<file path="src/swcs_pkg.sv">
// Shared types, constants and the CRC-8 byte update for the sensor word
// checker. No dependencies.
`default_nettype none

package swcs_pkg;

    localparam int unsigned SWCS_FIFO_DEPTH = 2;

    localparam logic [7:0]  SWCS_CRC_INIT    = 8'hFF;
    localparam logic [7:0]  SWCS_CRC_POLY    = 8'h31;
    localparam logic [14:0] SWCS_TEMP_SPAN   = 15'd17500;
    localparam logic [14:0] SWCS_TEMP_OFFSET = 15'd4500;
    localparam logic [16:0] SWCS_TICKS_FULL  = 17'd65535;

    // Position of the next expected byte in a frame
    typedef enum logic [1:0] {
        POS_MSB = 2'd0,
        POS_LSB = 2'd1,
        POS_CRC = 2'd2
    } t_pos;

    typedef struct packed {
        logic [7:0] rx_byte;
        logic       frame_start;
    } t_req;

    typedef struct packed {
        logic signed [14:0] temp_centi;
        logic [15:0]        raw_ticks;
        logic               crc_error;
    } t_res;

    // One checked measurement, queued between front and back
    typedef struct packed {
        logic [15:0] raw_ticks;
        logic        crc_error;
    } t_meas;

    typedef struct packed {
        logic  valid;
        t_meas meas;
    } t_push;

    // CRC-8, polynomial 0x31, MSB first, one byte
    function automatic logic [7:0] crc8_byte(input logic [7:0] crc, input logic [7:0] b);
        logic [7:0] c;
        c = crc ^ b;
        for (int k = 0; k < 8; k++) begin
            if (c[7]) begin
                c = {c[6:0], 1'b0} ^ SWCS_CRC_POLY;
            end else begin
                c = {c[6:0], 1'b0};
            end
        end
        return c;
    endfunction

endpackage

`default_nettype wire

</file>
<file path="src/swcs_if.sv">
// Valid/ready channel interfaces for request bytes and results.
// Depends on swcs_pkg.
`default_nettype none

interface swcs_req_if;
    logic                valid;
    logic                ready;
    swcs_pkg::t_req      payload;

    modport source (output valid, output payload, input ready);
    modport sink   (input valid, input payload, output ready);
endinterface

interface swcs_res_if;
    logic                valid;
    logic                ready;
    swcs_pkg::t_res      payload;

    modport source (output valid, output payload, input ready);
    modport sink   (input valid, input payload, output ready);
endinterface

`default_nettype wire

</file>
<file path="src/swcs_front.sv">
// Front end: tracks byte position, runs the CRC and pushes one measurement
// per completed frame. Depends on swcs_pkg and swcs_if.
`default_nettype none

module swcs_front (
    input  wire logic       i_clk,
    input  wire logic       i_rst_n,
    swcs_req_if.sink        i_req,
    input  wire logic       i_full,
    output swcs_pkg::t_push o_push
);
    import swcs_pkg::*;

    t_pos        r_pos, n_pos;
    logic [7:0]  r_crc, n_crc;
    logic [7:0]  r_high, n_high;
    logic [7:0]  r_low, n_low;
    logic        w_accept;
    logic        w_fresh;

    assign i_req.ready = !i_full;
    assign w_accept    = i_req.valid && i_req.ready;

    // Frame start, or any position other than LSB/CRC, takes the byte as MSB
    always_comb begin
        case (r_pos)
            POS_LSB, POS_CRC: w_fresh = i_req.payload.frame_start;
            default:          w_fresh = 1'b1;
        endcase
    end

    // Next state
    always_comb begin
        n_pos  = r_pos;
        n_crc  = r_crc;
        n_high = r_high;
        n_low  = r_low;
        if (w_accept) begin
            if (w_fresh) begin
                n_pos  = POS_LSB;
                n_crc  = crc8_byte(SWCS_CRC_INIT, i_req.payload.rx_byte);
                n_high = i_req.payload.rx_byte;
            end else begin
                case (r_pos)
                    POS_LSB: begin
                        n_pos = POS_CRC;
                        n_crc = crc8_byte(r_crc, i_req.payload.rx_byte);
                        n_low = i_req.payload.rx_byte;
                    end
                    default: begin
                        n_pos = POS_MSB;
                        n_crc = SWCS_CRC_INIT;
                    end
                endcase
            end
        end
    end

    // Outputs
    always_comb begin
        o_push.valid          = w_accept && !w_fresh && (r_pos == POS_CRC);
        o_push.meas.raw_ticks = {r_high, r_low};
        o_push.meas.crc_error = (i_req.payload.rx_byte != r_crc);
    end

    always_ff @(posedge i_clk) begin
        if (!i_rst_n) begin
            r_pos  <= POS_MSB;
            r_crc  <= SWCS_CRC_INIT;
            r_high <= 8'd0;
            r_low  <= 8'd0;
        end else begin
            r_pos  <= n_pos;
            r_crc  <= n_crc;
            r_high <= n_high;
            r_low  <= n_low;
        end
    end

endmodule

`default_nettype wire

</file>
<file path="src/swcs_fifo.sv">
// Short queue of checked measurements between front and back end.
// Depends on swcs_pkg.
`default_nettype none

module swcs_fifo #(
    parameter int unsigned DEPTH = swcs_pkg::SWCS_FIFO_DEPTH
) (
    input  wire logic       i_clk,
    input  wire logic       i_rst_n,
    input  wire swcs_pkg::t_push i_push,
    output logic            o_full,
    output logic            o_valid,
    output swcs_pkg::t_meas o_meas,
    input  wire logic       i_pop
);
    import swcs_pkg::*;

    localparam int unsigned AW = (DEPTH > 1) ? $clog2(DEPTH) : 1;
    localparam int unsigned CW = $clog2(DEPTH + 1);

    t_meas          r_mem [DEPTH];
    logic [AW-1:0]  r_wr, n_wr;
    logic [AW-1:0]  r_rd, n_rd;
    logic [CW-1:0]  r_cnt, n_cnt;
    logic           w_wr_en;
    logic           w_rd_en;

    assign o_full  = (r_cnt == CW'(DEPTH));
    assign o_valid = (r_cnt != '0);
    assign o_meas  = r_mem[r_rd];
    assign w_wr_en = i_push.valid && !o_full;
    assign w_rd_en = i_pop && o_valid;

    always_comb begin
        n_wr  = r_wr;
        n_rd  = r_rd;
        n_cnt = r_cnt;
        if (w_wr_en) begin
            n_wr = (r_wr == AW'(DEPTH - 1)) ? '0 : r_wr + AW'(1);
        end
        if (w_rd_en) begin
            n_rd = (r_rd == AW'(DEPTH - 1)) ? '0 : r_rd + AW'(1);
        end
        if (w_wr_en && !w_rd_en) begin
            n_cnt = r_cnt + CW'(1);
        end else if (w_rd_en && !w_wr_en) begin
            n_cnt = r_cnt - CW'(1);
        end
    end

    always_ff @(posedge i_clk) begin
        if (w_wr_en) begin
            r_mem[r_wr] <= i_push.meas;
        end
    end

    always_ff @(posedge i_clk) begin
        if (!i_rst_n) begin
            r_wr  <= '0;
            r_rd  <= '0;
            r_cnt <= '0;
        end else begin
            r_wr  <= n_wr;
            r_rd  <= n_rd;
            r_cnt <= n_cnt;
        end
    end

endmodule

`default_nettype wire

</file>
<file path="src/swcs_scale.sv">
// Back end: scales ticks to centidegrees in two stages and holds the result
// in the output register. Depends on swcs_pkg and swcs_if.
`default_nettype none

module swcs_scale (
    input  wire logic       i_clk,
    input  wire logic       i_rst_n,
    input  wire logic       i_valid,
    input  wire swcs_pkg::t_meas i_meas,
    output logic            o_pop,
    swcs_res_if.source      o_res
);
    import swcs_pkg::*;

    logic        r_s1_valid;
    logic [30:0] r_s1_prod;
    t_meas       r_s1_meas;
    logic        r_out_valid;
    t_res        r_out;

    logic        w_out_load;
    logic        w_s1_load;
    logic [14:0] w_hi;
    logic [15:0] w_lo;
    logic [16:0] w_sum;
    logic [14:0] w_quot;

    assign w_out_load = r_s1_valid && (!r_out_valid || o_res.ready);
    assign w_s1_load  = i_valid && (!r_s1_valid || w_out_load);
    assign o_pop      = w_s1_load;

    // p = hi*65536 + lo = hi*65535 + (hi + lo); hi + lo < 2*65535
    assign w_hi   = r_s1_prod[30:16];
    assign w_lo   = r_s1_prod[15:0];
    assign w_sum  = 17'(w_hi) + 17'(w_lo);
    assign w_quot = w_hi + ((w_sum >= SWCS_TICKS_FULL) ? 15'd1 : 15'd0);

    always_ff @(posedge i_clk) begin
        if (w_s1_load) begin
            r_s1_prod <= 31'(i_meas.raw_ticks) * 31'(SWCS_TEMP_SPAN);
            r_s1_meas <= i_meas;
        end
        if (w_out_load) begin
            r_out.temp_centi <= signed'(w_quot - SWCS_TEMP_OFFSET);
            r_out.raw_ticks  <= r_s1_meas.raw_ticks;
            r_out.crc_error  <= r_s1_meas.crc_error;
        end
    end

    always_ff @(posedge i_clk) begin
        if (!i_rst_n) begin
            r_s1_valid  <= 1'b0;
            r_out_valid <= 1'b0;
        end else begin
            if (w_s1_load) begin
                r_s1_valid <= 1'b1;
            end else if (w_out_load) begin
                r_s1_valid <= 1'b0;
            end
            if (w_out_load) begin
                r_out_valid <= 1'b1;
            end else if (o_res.ready) begin
                r_out_valid <= 1'b0;
            end
        end
    end

    assign o_res.valid   = r_out_valid;
    assign o_res.payload = r_out;

endmodule

`default_nettype wire

</file>
<file path="src/sensor_word_crc_check_and_scale.sv">
// Top level: sensor word CRC check and temperature scaling.
// Depends on swcs_pkg, swcs_if, swcs_front, swcs_fifo, swcs_scale.
//
//   channel | dir | payload                                  | request
//   i_req   | in  | rx_byte[7:0], frame_start                | one sensor byte
//   o_res   | out | temp_centi[14:0] s, raw_ticks[15:0], crc_error | one frame result
//
// One byte is accepted per cycle while the queue is not full. The CRC byte of a
// frame is written into the queue at the edge that accepts it; its result then
// passes the multiply stage and the output register on its way to o_res.
// Reset (synchronous, active low) clears byte position, CRC, queue and valids.
// A stalled output fills the output register, multiply stage and queue in
// turn; only then does i_req.ready drop.
`default_nettype none

module sensor_word_crc_check_and_scale #(
    parameter int unsigned FIFO_DEPTH = swcs_pkg::SWCS_FIFO_DEPTH
) (
    input  wire logic  i_clk,
    input  wire logic  i_rst_n,
    swcs_req_if.sink   i_req,
    swcs_res_if.source o_res
);
    import swcs_pkg::*;

    t_push w_push;
    logic  w_full;
    logic  w_q_valid;
    t_meas w_q_meas;
    logic  w_pop;

    swcs_front u_front (
        .i_clk   (i_clk),
        .i_rst_n (i_rst_n),
        .i_req   (i_req),
        .i_full  (w_full),
        .o_push  (w_push)
    );

    swcs_fifo #(
        .DEPTH (FIFO_DEPTH)
    ) u_fifo (
        .i_clk   (i_clk),
        .i_rst_n (i_rst_n),
        .i_push  (w_push),
        .o_full  (w_full),
        .o_valid (w_q_valid),
        .o_meas  (w_q_meas),
        .i_pop   (w_pop)
    );

    swcs_scale u_scale (
        .i_clk   (i_clk),
        .i_rst_n (i_rst_n),
        .i_valid (w_q_valid),
        .i_meas  (w_q_meas),
        .o_pop   (w_pop),
        .o_res   (o_res)
    );

endmodule

`default_nettype wire

</file>
<file path="src/flat_wrapper.sv">
// flat-port wrapper written by rule: the top's interface ports become plain ports
module sensor_word_crc_check_and_scale_flat import swcs_pkg::*;
#(
    parameter int unsigned FIFO_DEPTH = swcs_pkg::SWCS_FIFO_DEPTH
)
  (i_clk, i_rst_n, i_req_valid, i_req_payload, i_req_ready, o_res_valid, o_res_payload, o_res_ready);
  swcs_req_if i_req_i ();
  swcs_res_if o_res_i ();
  input  wire logic i_clk;
  input  wire logic i_rst_n;
  input wire logic [$bits(i_req_i.valid)-1:0] i_req_valid;
  input wire logic [$bits(i_req_i.payload)-1:0] i_req_payload;
  output wire logic [$bits(i_req_i.ready)-1:0] i_req_ready;
  output wire logic [$bits(o_res_i.valid)-1:0] o_res_valid;
  output wire logic [$bits(o_res_i.payload)-1:0] o_res_payload;
  input wire logic [$bits(o_res_i.ready)-1:0] o_res_ready;
  assign i_req_i.valid = i_req_valid;
  assign i_req_i.payload = i_req_payload;
  assign i_req_ready = i_req_i.ready;
  assign o_res_valid = o_res_i.valid;
  assign o_res_payload = o_res_i.payload;
  assign o_res_i.ready = o_res_ready;
  sensor_word_crc_check_and_scale #(.FIFO_DEPTH(FIFO_DEPTH)) u_core (.i_clk(i_clk), .i_rst_n(i_rst_n), .i_req(i_req_i), .o_res(o_res_i));
endmodule
</file>
<file path="config.mk">
export PLATFORM = sky130hd
export DESIGN_NAME = sensor_word_crc_check_and_scale_flat
export DESIGN_NICKNAME = d
export VERILOG_FILES = /design/src/swcs_pkg.sv /design/src/swcs_if.sv /design/src/swcs_front.sv /design/src/swcs_fifo.sv /design/src/swcs_scale.sv /design/src/sensor_word_crc_check_and_scale.sv /design/src/flat_wrapper.sv
export SDC_FILE = /design/constraint.sdc
export NUM_CORES = 1
export LEC_CHECK = 0
export BUFFER_PORTS_ARGS = -buffer_cell sky130_fd_sc_hd__buf_2
export CAP_MARGIN = 20
export CORE_ASPECT_RATIO = 0.75
export CORE_UTILIZATION = 40
export DETAILED_ROUTE_END_ITERATION = 10
export RECOVER_POWER = 25
export SYNTH_ARGS = -nofsm -noshare
export SYNTH_HDL_FRONTEND = slang
export SYNTH_SLANG_ARGS = --single-unit
</file>
<file path="constraint.sdc">
create_clock -name i_clk -period 7.29 [get_ports i_clk]
set_input_delay 1.458 -clock i_clk [delete_from_list [all_inputs] [get_ports i_clk]]
set_output_delay 1.458 -clock i_clk [all_outputs]
set_load 0.005 [all_outputs]
</file>
==> metrics.log <==
INFO  metric distinct_cell_type_count_of_the_synthesized_netlist = 60
INFO  metric ioPinCount = 47
INFO  metric cp_top_family = adder cells
INFO  metric worstPathCellList = clkbuf_1 > mux2_1 > ha_1 > fa_1 > ha_1 > fa_1 > inv_1 > fa_1 > inv_1 > ha_1 > nor3_1 > nor2_1 > o22a_1 > a41oi_2 > o211ai_1 > a2111oi_0 > nor3_1
INFO  metric timing.reg2reg.worst_path_depth = 17
INFO  metric first_iter_violations = 356
INFO  metric met3_wirelength = 545 um
INFO  metric total_placed_cells_including_tap_cells = ~1200
INFO  metric cp_data_required_time = between 7 and 8 ns
INFO  metric buffer_cell_driving_the_clock_tree_root = sky130_fd_sc_hd__clkbuf_16
INFO  metric post_synth.cell_area_avg = 11.4 um^2
INFO  metric worst-setup-path-type = reg -> reg
INFO  metric layout.cells.non_filler = 1195
INFO  metric timing.final.hold_violations = 0
INFO  metric report.final.slew_viol_count = 0
INFO  metric clock_tree_sinks = 144
INFO  metric topRoutingLayerUsed = met4
INFO  metric grt_pass1_vias = 6084
INFO  metric pre_cts_slack = around 1.3 ns
INFO  metric netlist_instances = 832
INFO  metric crit_path_end_kind = flop
INFO  metric outcome = finished clean
INFO  metric post_synthesis_cell_area = roughly 9400 um^2
INFO  metric cts-resized-gates = 0
INFO  metric clk_pin_slew = about 0.060 ns
INFO  metric synth_compound_gate_area_share = 10.1%
INFO  metric worst_slew_pin_tran = around 1.3 ns
INFO  metric cp_num_buf_inv = 3
INFO  metric grt_pass1_wl = 31.7 mm
INFO  metric maxSlewHeadroom = 10.2%
INFO  metric initial_antenna_violation_count = 0
INFO  metric hold_path_depth = 0
INFO  metric critical_path_depth = 17
INFO  metric rsz0062_at_grt = no
INFO  metric pin_count_of_the_biggest_net_entering_global_routing = 47
INFO  metric grt_util_all_layers = ~17%
INFO  metric critical_path.max_fanout = 14
INFO  metric initial_core_utilization = 41.0%
INFO  metric synth_seq_area_share = 42.3%
INFO  metric dp_hpwl = 14.5 mm
INFO  metric total_vias_in_the_final_route = 5958
INFO  metric synth_mux_area_share = 2.11%
INFO  metric synth_xor_xnor_area_share = 6.73%
INFO  metric worstPathArrival = between 6 and 7 ns
INFO  metric place.port_buffers = 46
INFO  metric critical-path-slowest-cell = sky130_fd_sc_hd__dfxtp_1
INFO  metric global_route_overflow = 0
INFO  metric synth_edf_count = 111
INFO  metric fmax = 0.168 GHz
INFO  metric finalCritPeriodShare = 81.4%
INFO  metric met1Wirelength = 9.97 mm
INFO  metric clk-insertion-delay-late = 0.43 ns
INFO  metric route.met2.wl = 8.14 mm
INFO  metric wl_per_cell = 15.8 um
INFO  metric synth-adder-area-share = 25.1%
INFO  metric share_of_layout_cells_above_drive_strength_1 = approximately 9.8%
INFO  metric finalWorstSetupSlack = ~1.4 ns
INFO  metric tritoncts = built
INFO  metric setup.worst_path.start_class = flop
INFO  metric num_antenna_cells = 0
INFO  metric post_cts.repair.setup_buffers = 0
INFO  metric synth_simple_gate_area_share = under 10%
INFO  metric drt_wl_total = 18.9 mm
INFO  metric synthToLayoutAreaGrowth = 11.7%
INFO  metric setup_tns = 0 ns
INFO  metric num_rows = 48
INFO  metric setup_viol_count_final = 0
INFO  metric die_width = 179 um
INFO  metric placeableCoreArea = roughly 23000 um^2
INFO  metric ant_nets = 0
INFO  metric async_flop_share = 0%
INFO  metric die_height = roughly 140 um
INFO  metric critical_path.max_stage_delay = 0.78 ns
INFO  metric cts_inserted_buffers = 17
INFO  metric postCtsHoldBufs = 0
INFO  metric dr.pass1.iters = 7
INFO  metric yosys_warn_count = 0
INFO  metric synth_top_family_by_area = adder cells
INFO  metric design.final.nets = 1057
INFO  metric drcViolationCount = 0
INFO  metric ctsHtreeMaxLevel = 4
INFO  metric fin_worst_skew = slightly below 0.01 ns
INFO  metric drt-vias-per-instance = 4.99
INFO  metric mappedNetlistNets = 1007
INFO  metric globalplace.congestion = just under 0.9
INFO  metric finalHoldWorstSlack = roughly 0.42 ns
INFO  metric worst_hold_path_type = reg -> reg
INFO  metric ys_ff_latch = approximately 140
INFO  metric drv_cap = 0
INFO  metric max-clock-path-buffers = 2
INFO  metric die-area = 24200 um^2
INFO  metric yosys_most_used_dff = sky130_fd_sc_hd__edfxtp_1
INFO  metric timing.final.crit_period = between 5 and 6 ns
-- layer usage --
layer	GRT usage (%)	up-vias
met5	0	-
met4	5.22	0
met3	3.21	17
met2	26.2	87
met1	24.3	2865
li1	-	2989
-- state kept, by name, indices dropped and copies added (netlist names), 2 cells and up, named ones only --
register	cells
u_core.u_front.r_pos	2
u_core.u_front.r_low	8
u_core.u_fifo.r_cnt	2
u_core.u_front.r_high	8
u_core.u_scale.r_s1_meas	17
u_core.u_scale.r_s1_prod	28
u_core.u_front.r_crc	8
u_core.u_scale.o_res.payload	32
u_core.u_fifo.r_mem	34
-- per-stage QoR --
step | util, % | instance area [um^2]
finish | 45.7 | 10500
global route | 45.7 | 10500
CTS | 45.7 | 10600
detailed placement | 43.4 | 10000
global placement | 43.4 | 10000
floorplan | - | 9440
-- logic make-up after synthesis --
kind of cell / after synthesis
mux: 18
simple gates: 159
xor+xnor: 70
compound gates: 138
buf+inv: 141
fa+ha+maj: 162
flops: 144
-- cell usage after synthesis (all sizes together) (3+ instances only) --
cell type | number | share of area (%)
inv | 124 | 4.9
ha | 116 | 15
edfxtp | 111 | 35
nand2 | 73 | 2.9
fa | 46 | 9.8
xnor2 | 39 | 3.7
a21oi | 33 | 1.8
dfxtp | 33 | 7.0
xor2 | 30 | 2.8
a21boi | 22 | 1.7
nor2 | 22 | 0.87
o21ai | 19 | 1.0
clkbuf | 14 | 0.56
mux2 | 12 | 1.5
and2 | 10 | 0.66
nand3 | 9 | 0.48
nor3 | 9 | 0.48
a21o | 8 | 0.64
o211ai | 8 | 0.64
a211oi | 7 | 0.56
a31oi | 6 | 0.40
mux2i | 6 | 0.64
nor2b | 6 | 0.40
o21a | 6 | 0.48
o21bai | 5 | 0.40
or3 | 5 | 0.33
nand2b | 4 | 0.26
nand3b | 4 | 0.32
a221oi | 3 | 0.28
and3 | 3 | 0.20
buf | 3 | 0.15
o2111ai | 3 | 0.34
or2 | 3 | 0.20
-- path summary, 6_finish.rpt --
kind	slack, ns	to	start
setup / recovery	1.35	u_core.u_scale.r_s1_prod[30]	flop
hold / removal	0.42	u_core.u_scale.o_res.payload[16]	u_core.u_scale.r_s1_meas[16]
setup reg to reg	1.35	u_core.u_scale.r_s1_prod[30]	flop
hold reg to reg	0.42	u_core.u_scale.o_res.payload[16]	u_core.u_scale.r_s1_meas[16]
-- layout by cell type, fill, tap and decap left out, drive strengths merged, types with 4 or more instances in the layout --
cell type and count:
a211oi 7, a21boi 22, a21o 8, a21oi 33, a31oi 6, and2 10, buf 46, clkbuf 20
clkinv 7, dfxtp 33, edfxtp 111, fa 46, ha 116, inv 127, mux2 12, mux2i 6
nand2 73, nand2b 4, nand3 9, nand3b 4, nor2 22, nor2b 6, nor3 9, o211ai 8
o21a 6, o21ai 19, o21bai 5, or3 5, xnor2 39, xor2 30
-- layout make-up --
class                   instances  area, um^2
flip-flops and latches        144        3990
multi-input cells             547        4930
clock inverters                14         115
clock buffers                  18         429
repair buffers                 48         240
well taps                     300         375
fillers                      2158       12500
inverters                     124         465
Power is not shown: default switching activity piles up to over one toggle a cycle in this logic, so the estimate is an artifact.
